--- src/rtl/mnb_pkg.sv ---
// Shared constants and types for the masked neighbour blur.
`timescale 1ns / 1ps

package mnb_pkg;

    localparam int PIXEL_BITS       = 16;
    localparam int WEIGHT_FRAC_BITS = 8;
    localparam int WEIGHT_BITS      = 9;
    localparam int NPOS             = 9;
    localparam int CENTRE_POS       = 4;
    localparam int COUNT_BITS       = 4;

    localparam logic [WEIGHT_BITS-1:0] WEIGHT_RESET = WEIGHT_BITS'(128);

    // neighbour sum over eight positions, weighted product, numerator
    localparam int NBR_SUM_BITS = PIXEL_BITS + 3;
    localparam int PROD_BITS    = NBR_SUM_BITS + WEIGHT_BITS + 1;
    localparam int NUM_BITS     = ((PIXEL_BITS + WEIGHT_FRAC_BITS) > PROD_BITS) ?
                                  (PIXEL_BITS + WEIGHT_FRAC_BITS + 1) : (PROD_BITS + 1);
    // divisor: 2^F + 8 * max weight
    localparam int DEN_BITS     = (((WEIGHT_FRAC_BITS + 1) > (WEIGHT_BITS + 3)) ?
                                   (WEIGHT_FRAC_BITS + 1) : (WEIGHT_BITS + 3)) + 1;
    localparam int Q_BITS       = PIXEL_BITS;

    localparam int IN_TDATA_BITS  = ((NPOS * PIXEL_BITS + 7) / 8) * 8;
    localparam int OUT_TDATA_BITS = ((PIXEL_BITS + COUNT_BITS + 7) / 8) * 8;

    typedef struct packed {
        logic                           hit;
        logic signed [PIXEL_BITS-1:0]   val;
    } t_lane;

    typedef struct packed {
        logic signed [NBR_SUM_BITS-1:0] nsum;
        logic signed [PIXEL_BITS-1:0]   cent;
        logic [DEN_BITS-1:0]            den;
        logic                           smoothed;
        logic [COUNT_BITS-1:0]          count;
    } t_merge;

    typedef struct packed {
        logic [DEN_BITS-1:0]            rem;
        logic [Q_BITS-1:0]              quo;
        logic [DEN_BITS-1:0]            den;
        logic                           neg;
        logic                           smoothed;
        logic [COUNT_BITS-1:0]          count;
    } t_div;

endpackage

--- src/rtl/masked_neighbour_blur.sv ---
// Masked, normalised 3x3 smoothing of one pixel per item.
// Usage:
//   Slave side takes one 3x3 window per item: nine signed 16-bit pixels in
//   tdata (nw at the lowest bits up to se) and one usable bit per position
//   in tuser (bit 0 nw .. bit 8 se). Master side returns one item per window:
//   tdata holds out_value and used_count, tuser holds the smoothed flag.
//   The neighbour weight (Q1.8) is written through i_cfg_wr_en/i_cfg_wr_data
//   while no item is in flight; reset loads 128.
//   Throughput: one item per cycle while the receiver is not stalled. An item
//   passes 21 register stages from the accepting edge to o_m_tvalid: the
//   16-stage quotient pipeline (one bit per stage) plus lane, merge,
//   numerator, magnitude and output registers.
//   Each stage holds its item when the next one is full and stalled, so a
//   stalled receiver fills the empty stages first; o_s_tready falls only
//   when every stage is occupied.
//   Reset empties the pipeline; items in flight are dropped.
`timescale 1ns / 1ps

module masked_neighbour_blur import mnb_pkg::*; (
    input  logic                       i_clk,
    input  logic                       i_rst_n,
    input  logic                       i_cfg_wr_en,
    input  logic [WEIGHT_BITS-1:0]     i_cfg_wr_data,
    input  logic                       i_s_tvalid,
    output logic                       o_s_tready,
    // pix_nw, pix_n, pix_ne, pix_w, pix_c, pix_e, pix_sw, pix_s, pix_se
    input  logic [IN_TDATA_BITS-1:0]   i_s_tdata,
    // usable_bits
    input  logic [NPOS-1:0]            i_s_tuser,
    output logic                       o_m_tvalid,
    input  logic                       i_m_tready,
    // out_value, used_count, zero fill
    output logic [OUT_TDATA_BITS-1:0]  o_m_tdata,
    // smoothed
    output logic                       o_m_tuser
);

    localparam int DIV_FIRST = 4;
    localparam int NS        = DIV_FIRST + Q_BITS + 1;
    localparam logic [Q_BITS-1:0] POS_MAX = {1'b0, {(Q_BITS-1){1'b1}}};
    localparam logic [Q_BITS-1:0] NEG_MAX = {1'b1, {(Q_BITS-1){1'b0}}};

    logic [WEIGHT_BITS-1:0] r_weight;
    logic [NS-1:0]          r_vld;
    logic [NS-1:0]          stg_en;
    logic [NS-1:0]          vld_in;

    always_ff @(posedge i_clk) begin
        if (!i_rst_n) begin
            r_weight <= WEIGHT_RESET;
        end else if (i_cfg_wr_en) begin
            r_weight <= i_cfg_wr_data;
        end
    end

    // stage valid chain
    assign stg_en[NS-1] = !r_vld[NS-1] || i_m_tready;
    for (genvar k = 0; k < NS - 1; k++) begin : g_en
        assign stg_en[k] = !r_vld[k] || stg_en[k+1];
    end
    assign vld_in = {r_vld[NS-2:0], i_s_tvalid};

    always_ff @(posedge i_clk) begin
        if (!i_rst_n) begin
            r_vld <= '0;
        end else begin
            for (int k = 0; k < NS; k++) begin
                if (stg_en[k]) begin
                    r_vld[k] <= vld_in[k];
                end
            end
        end
    end

    assign o_s_tready = stg_en[0];

    // lanes
    t_lane                        lanes [NPOS];
    logic signed [PIXEL_BITS-1:0] r_centre;

    for (genvar p = 0; p < NPOS; p++) begin : g_lane
        mnb_lane u_lane (
            .i_clk    (i_clk),
            .i_en     (stg_en[0]),
            .i_pix    ($signed(i_s_tdata[p*PIXEL_BITS +: PIXEL_BITS])),
            .i_usable (i_s_tuser[p]),
            .o_lane   (lanes[p])
        );
    end

    always_ff @(posedge i_clk) begin
        if (stg_en[0]) begin
            r_centre <= $signed(i_s_tdata[CENTRE_POS*PIXEL_BITS +: PIXEL_BITS]);
        end
    end

    // merge
    t_merge merged;

    mnb_merge u_merge (
        .i_clk    (i_clk),
        .i_en     (stg_en[1]),
        .i_lanes  (lanes),
        .i_centre (r_centre),
        .i_weight (r_weight),
        .o_merge  (merged)
    );

    // numerator
    logic signed [PROD_BITS-1:0] nbr_prod;
    logic signed [NUM_BITS-1:0]  r_num;
    logic [DEN_BITS-1:0]         r_s2_den;
    logic                        r_s2_smoothed;
    logic [COUNT_BITS-1:0]       r_s2_count;

    assign nbr_prod = PROD_BITS'(merged.nsum)
                      * PROD_BITS'($signed({1'b0, r_weight}));

    always_ff @(posedge i_clk) begin
        if (stg_en[2]) begin
            r_num         <= (NUM_BITS'(merged.cent) <<< WEIGHT_FRAC_BITS)
                             + NUM_BITS'(nbr_prod);
            r_s2_den      <= merged.den;
            r_s2_smoothed <= merged.smoothed;
            r_s2_count    <= merged.count;
        end
    end

    // magnitude and divider load
    t_div div_pipe [Q_BITS+1];
    t_div r_div_ld;
    t_div n_div_ld;

    always_comb begin
        logic [NUM_BITS-1:0] mag;

        mag = r_num[NUM_BITS-1] ? NUM_BITS'(-r_num) : NUM_BITS'(r_num);
        n_div_ld.rem      = DEN_BITS'(mag >> Q_BITS);
        n_div_ld.quo      = mag[Q_BITS-1:0];
        n_div_ld.den      = r_s2_den;
        n_div_ld.neg      = r_num[NUM_BITS-1];
        n_div_ld.smoothed = r_s2_smoothed;
        n_div_ld.count    = r_s2_count;
    end

    always_ff @(posedge i_clk) begin
        if (stg_en[3]) begin
            r_div_ld <= n_div_ld;
        end
    end

    assign div_pipe[0] = r_div_ld;

    for (genvar j = 0; j < Q_BITS; j++) begin : g_div
        mnb_div_step u_step (
            .i_clk (i_clk),
            .i_en  (stg_en[DIV_FIRST+j]),
            .i_div (div_pipe[j]),
            .o_div (div_pipe[j+1])
        );
    end

    // sign, clamp and output register
    t_div                       last;
    logic [PIXEL_BITS-1:0]      n_out_value;
    logic [PIXEL_BITS-1:0]      r_out_value;
    logic                       r_out_smoothed;
    logic [COUNT_BITS-1:0]      r_out_count;

    assign last = div_pipe[Q_BITS];

    always_comb begin
        if (!last.neg && (last.quo > POS_MAX)) begin
            n_out_value = PIXEL_BITS'(POS_MAX);
        end else if (last.neg && (last.quo > NEG_MAX)) begin
            n_out_value = PIXEL_BITS'(NEG_MAX);
        end else if (last.neg) begin
            n_out_value = PIXEL_BITS'(-last.quo);
        end else begin
            n_out_value = PIXEL_BITS'(last.quo);
        end
    end

    always_ff @(posedge i_clk) begin
        if (stg_en[NS-1]) begin
            r_out_value    <= n_out_value;
            r_out_smoothed <= last.smoothed;
            r_out_count    <= last.count;
        end
    end

    assign o_m_tvalid = r_vld[NS-1];
    assign o_m_tdata  = OUT_TDATA_BITS'({r_out_count, r_out_value});
    assign o_m_tuser  = r_out_smoothed;

endmodule

--- src/rtl/mnb_lane.sv ---
// One window position: qualifies the pixel and registers its contribution.
`timescale 1ns / 1ps

module mnb_lane import mnb_pkg::*; (
    input  logic                          i_clk,
    input  logic                          i_en,
    input  logic signed [PIXEL_BITS-1:0]  i_pix,
    input  logic                          i_usable,
    output t_lane                         o_lane
);

    t_lane r_lane;
    t_lane n_lane;

    always_comb begin
        n_lane.hit = i_usable && (i_pix != '0);
        n_lane.val = n_lane.hit ? i_pix : '0;
    end

    always_ff @(posedge i_clk) begin
        if (i_en) begin
            r_lane <= n_lane;
        end
    end

    assign o_lane = r_lane;

endmodule

--- src/rtl/mnb_merge.sv ---
// Merges the lanes: neighbour sum, count and divisor.
`timescale 1ns / 1ps

module mnb_merge import mnb_pkg::*; (
    input  logic                          i_clk,
    input  logic                          i_en,
    input  t_lane                         i_lanes [NPOS],
    input  logic signed [PIXEL_BITS-1:0]  i_centre,
    input  logic [WEIGHT_BITS-1:0]        i_weight,
    output t_merge                        o_merge
);

    t_merge r_merge;
    t_merge n_merge;

    always_comb begin
        logic signed [NBR_SUM_BITS-1:0] nsum;
        logic [COUNT_BITS-1:0]          cnt;
        logic [COUNT_BITS-1:0]          cm1;
        logic                           smth;

        nsum = '0;
        cnt  = '0;
        for (int i = 0; i < NPOS; i++) begin
            cnt = cnt + COUNT_BITS'(i_lanes[i].hit);
            if (i != CENTRE_POS) begin
                nsum = nsum + NBR_SUM_BITS'(i_lanes[i].val);
            end
        end
        smth  = i_lanes[CENTRE_POS].hit;
        cm1   = smth ? (cnt - COUNT_BITS'(1)) : '0;

        // a centre that does not count divides by 2^F: value passes through
        n_merge.nsum     = smth ? nsum : '0;
        n_merge.cent     = i_centre;
        n_merge.den      = DEN_BITS'(1 << WEIGHT_FRAC_BITS)
                           + DEN_BITS'(cm1) * DEN_BITS'(i_weight);
        n_merge.smoothed = smth;
        n_merge.count    = smth ? cnt : '0;
    end

    always_ff @(posedge i_clk) begin
        if (i_en) begin
            r_merge <= n_merge;
        end
    end

    assign o_merge = r_merge;

endmodule

--- src/rtl/mnb_div_step.sv ---
// One restoring division step: one quotient bit per stage.
`timescale 1ns / 1ps

module mnb_div_step import mnb_pkg::*; (
    input  logic  i_clk,
    input  logic  i_en,
    input  t_div  i_div,
    output t_div  o_div
);

    t_div r_div;
    t_div n_div;

    always_comb begin
        logic [DEN_BITS:0] trial;
        logic              ge;

        trial = {i_div.rem, i_div.quo[Q_BITS-1]};
        ge    = trial >= {1'b0, i_div.den};
        n_div = i_div;
        n_div.rem = ge ? DEN_BITS'(trial - {1'b0, i_div.den}) : trial[DEN_BITS-1:0];
        n_div.quo = {i_div.quo[Q_BITS-2:0], ge};
    end

    always_ff @(posedge i_clk) begin
        if (i_en) begin
            r_div <= n_div;
        end
    end

    assign o_div = r_div;

endmodule
--- config.mk ---
export PLATFORM = sky130hd
export DESIGN_NAME = masked_neighbour_blur
export DESIGN_NICKNAME = d
export VERILOG_FILES = /design/src/rtl/mnb_pkg.sv /design/src/rtl/masked_neighbour_blur.sv /design/src/rtl/mnb_lane.sv /design/src/rtl/mnb_merge.sv /design/src/rtl/mnb_div_step.sv
export SDC_FILE = /design/constraint.sdc
export NUM_CORES = 2
export LEC_CHECK = 0
export BUFFER_PORTS_ARGS = -buffer_cell sky130_fd_sc_hd__buf_4
export CORE_MARGIN = 1
export CORE_UTILIZATION = 63
export DETAILED_ROUTE_END_ITERATION = 8
export PLACE_DENSITY = 0.89
export SYNTH_ARGS = -nofsm -noshare
export SYNTH_HDL_FRONTEND = slang
export SYNTH_HIERARCHICAL = 1
export SYNTH_SLANG_ARGS = --single-unit
--- constraint.sdc ---
create_clock -name i_clk -period 10.9 [get_ports i_clk]
set_clock_uncertainty 0.15 [all_clocks]
set_input_delay 1.09 -clock i_clk [delete_from_list [all_inputs] [get_ports i_clk]]
set_output_delay 1.09 -clock i_clk [all_outputs]
set_load 0.03 [all_outputs]
==> results.json <==
{
  "fp.dieW_um": 312,
  "place_congestion": 0.883,
  "setup_viol": 0,
  "final-seq-area_um2": 32600,
  "viasPerCell": 5.91,
  "status": "complete, no violations",
  "whs_ns": 0.249,
  "antenna_found_initial": 1,
  "use_met2_pct": 48.4,
  "antenna_left": 0,
  "hold_viol": 0,
  "p_sw_share_pct": 38.2,
  "criticalPathCategory": "reg -> reg",
  "leakage_nw": 27.9,
  "core_area_um2": 95200,
  "pwr_density_cell_nw_per_um2": 344,
  "top_usage_layer": "met2",
  "grt_pass1_wl_um": 201000,
  "nNetsFinal": 5589,
  "max_freq_ghz": 0.140,
  "cts_resized": 0,
  "num_rows": 113,
  "drt-pass1-iter-count": 8,
  "grt_overflow": 0,
  "wirelength_um": 126000,
  "min_path_type": "reg -> reg",
  "postCtsHoldBufs": 0,
  "p_comb_share_pct": 50.5,
  "clkPwrFrac_pct": 16.3,
  "place.port_buffers": 189,
  "fillers": 5902,
  "drc_errors": 0,
  "first_iter_violations": 3068,
  "power.total_mw": 22.9,
  "cp-end-kind": "flip-flop",
  "pin_count": 194,
  "worstMarginPinSlew_ns": 1.17,
  "fin_ws_ns": 3.74,
  "start_util_pct": 63.6,
  "pwr-share-seq_pct": 33.2,
  "post_cts_buffers": 0,
  "ir_drop_mv": 0.246,
  "worstPathArrival_ns": 7.48,
  "final_common_cell": "edfxtp_1",
  "fin_crit_sh_pct": 65.7,
  "root_buffer": "clkbuf_16",
  "use_met3_pct": 3.79,
  "path_clk_slew_ns": 0.06,
  "cp-start-kind": "flip-flop",
  "internal_power_mw": 14.2,
  "rsz0062_at_grt": "no",
  "htree_levels": 3,
  "drive_above_1_share_pct": 15.6,
  "synthCells": 4564,
  "cts_buffers": 108,
  "fp.dieH_um": 312,
  "cp_common_cell": "fa_1",
  "syn2layout_area_growth_pct": 10.1,
  "multi_input_area_um2": 25000,
  "slowest_delay_ns": 0.61,
  "crit_required_ns": 11.21,
  "clock_latency_ns": 0.71,
  "cts_tree": "yes",
  "crit_slowest_cell": "fa_1",
  "grt.total_usage_pct": 26.3,
  "place_ws_ns": 3.64,
  "num_vias": 36379,
  "drv_slew": 0,
  "timing.final.crit_period_ns": 7.16,
  "cap_violations": 0,
  "ys.warnings.count": 6,
  "clockBufferDepth": 3,
  "fin_tns_setup_ns": 0,
  "syn_area_um2": 60500,
  "dieArea_um2": 97300,
  "grt_max_degree": 75,
  "crit_chain": "inv_1 -> fa_1 -> fa_1 -> fa_1 -> fa_1 -> fa_1 -> nand2_1 -> nor4_1 -> o21ai_0 -> a21oi_1 -> nand2_1 -> fa_1 -> inv_1 -> fa_1 -> ha_1 -> ha_1 -> fa_1 -> a21o_1 -> a211oi_1 -> nor2_1 -> o22ai_1 -> xnor2_1",
  "crit_fanout": 9,
  "p_sw_mw": 8.74,
  "grt_pass1_vias": 38044,
  "cts_sinks": 1095,
  "syn_area_per_cell_um2": 13.3,
  "hpwl_um": 90700,
  "wl_per_cell_um": 20.5,
  "grt_use_met1_pct": 30.2,
  "slew_headroom_pct": 21.8,
  "layout_common_cells": "edfxtp_1 (1,065), inv_1 (617), ha_1 (325)"
}
sequential cells by signal (all words and copies together) (netlist names):
register	flops
r_vld	21
u_merge/o_merge	53
r_s2_count	4
r_out_count	4
r_centre	16
r_out_value	16
r_weight	9
div_pipe	48
r_s2_den	13
g_div.u_step/o_div	742
o_m_tuser	1
r_s2_smoothed	1
g_lane.u_lane/o_lane	137
r_num	30
critical path, delay by kind of cell, from the launching register on:
family / cells / cell delay (ns)
fa+ha+maj: 10 / 4.36
compound gates: 5 / 1.36
simple gates: 4 / 0.53
flops: 1 / 0.36
buf+inv: 2 / 0.13
xor+xnor: 1 / 0.08
power groups by stage:
stage / Combinational [mW] / Sequential, mW / Clock [mW]
6_report: 11.6 / 7.61 / 3.74
5_1_grt: 12.6 / 7.74 / 3.95
3_3_place_gp: 10.7 / 7.58 / 0
2_1_floorplan: 9.06 / 7.25 / 0
3_5_place_dp: 11.2 / 7.67 / 0
4_1_cts: 11.4 / 7.62 / 3.79
worst paths after layout:
check / startpoint / end / slack, ns / depth (start not counted)
worst max-delay path: g_lane[7].u_lane/o_lane[16] / u_merge/o_merge[16] / 3.74 / 22
worst min-delay path: g_div[10].u_step/o_div[21] / g_div[11].u_step/o_div[22] / 0.25 / 0
worst max register to register: g_lane[7].u_lane/o_lane[16] / u_merge/o_merge[16] / 3.74 / 22
worst min register to register: g_div[10].u_step/o_div[21] / g_div[11].u_step/o_div[22] / 0.25 / 0
metal layers:
metal	wire, um	part of all wire (%)	up-vias
li1	-	-	16578
met1	45900	36	17925
met2	67500	53	1511
met3	7050	5.6	365
met4	5830	4.6	0
met5	0	0	-
stage by stage:
step | util [%] | area (um^2) | instances
after floorplan | - | 60600 | 4567
after global placement | 66.3 | 63000 | 5952
after detailed placement | 66.3 | 63000 | 5952
after CTS | 70.0 | 66600 | 6153
after global routing | 70.0 | 66600 | 6154
final | 70.0 | 66600 | 6154
final cells by class:
type                            instances  share of cell area [%]
Sequential cell                      1095                    48.9
Antenna cell                            1                 0.00376
Timing Repair Buffer                  205                    2.31
Clock buffer                          132                    4.27
Clock inverter                         69                    1.12
Tap cell                             1265                    2.38
Inverter                              634                    3.57
Multi-Input combinational cell       2753                    37.5
Note: power is estimated with default switching activity, not from simulation.
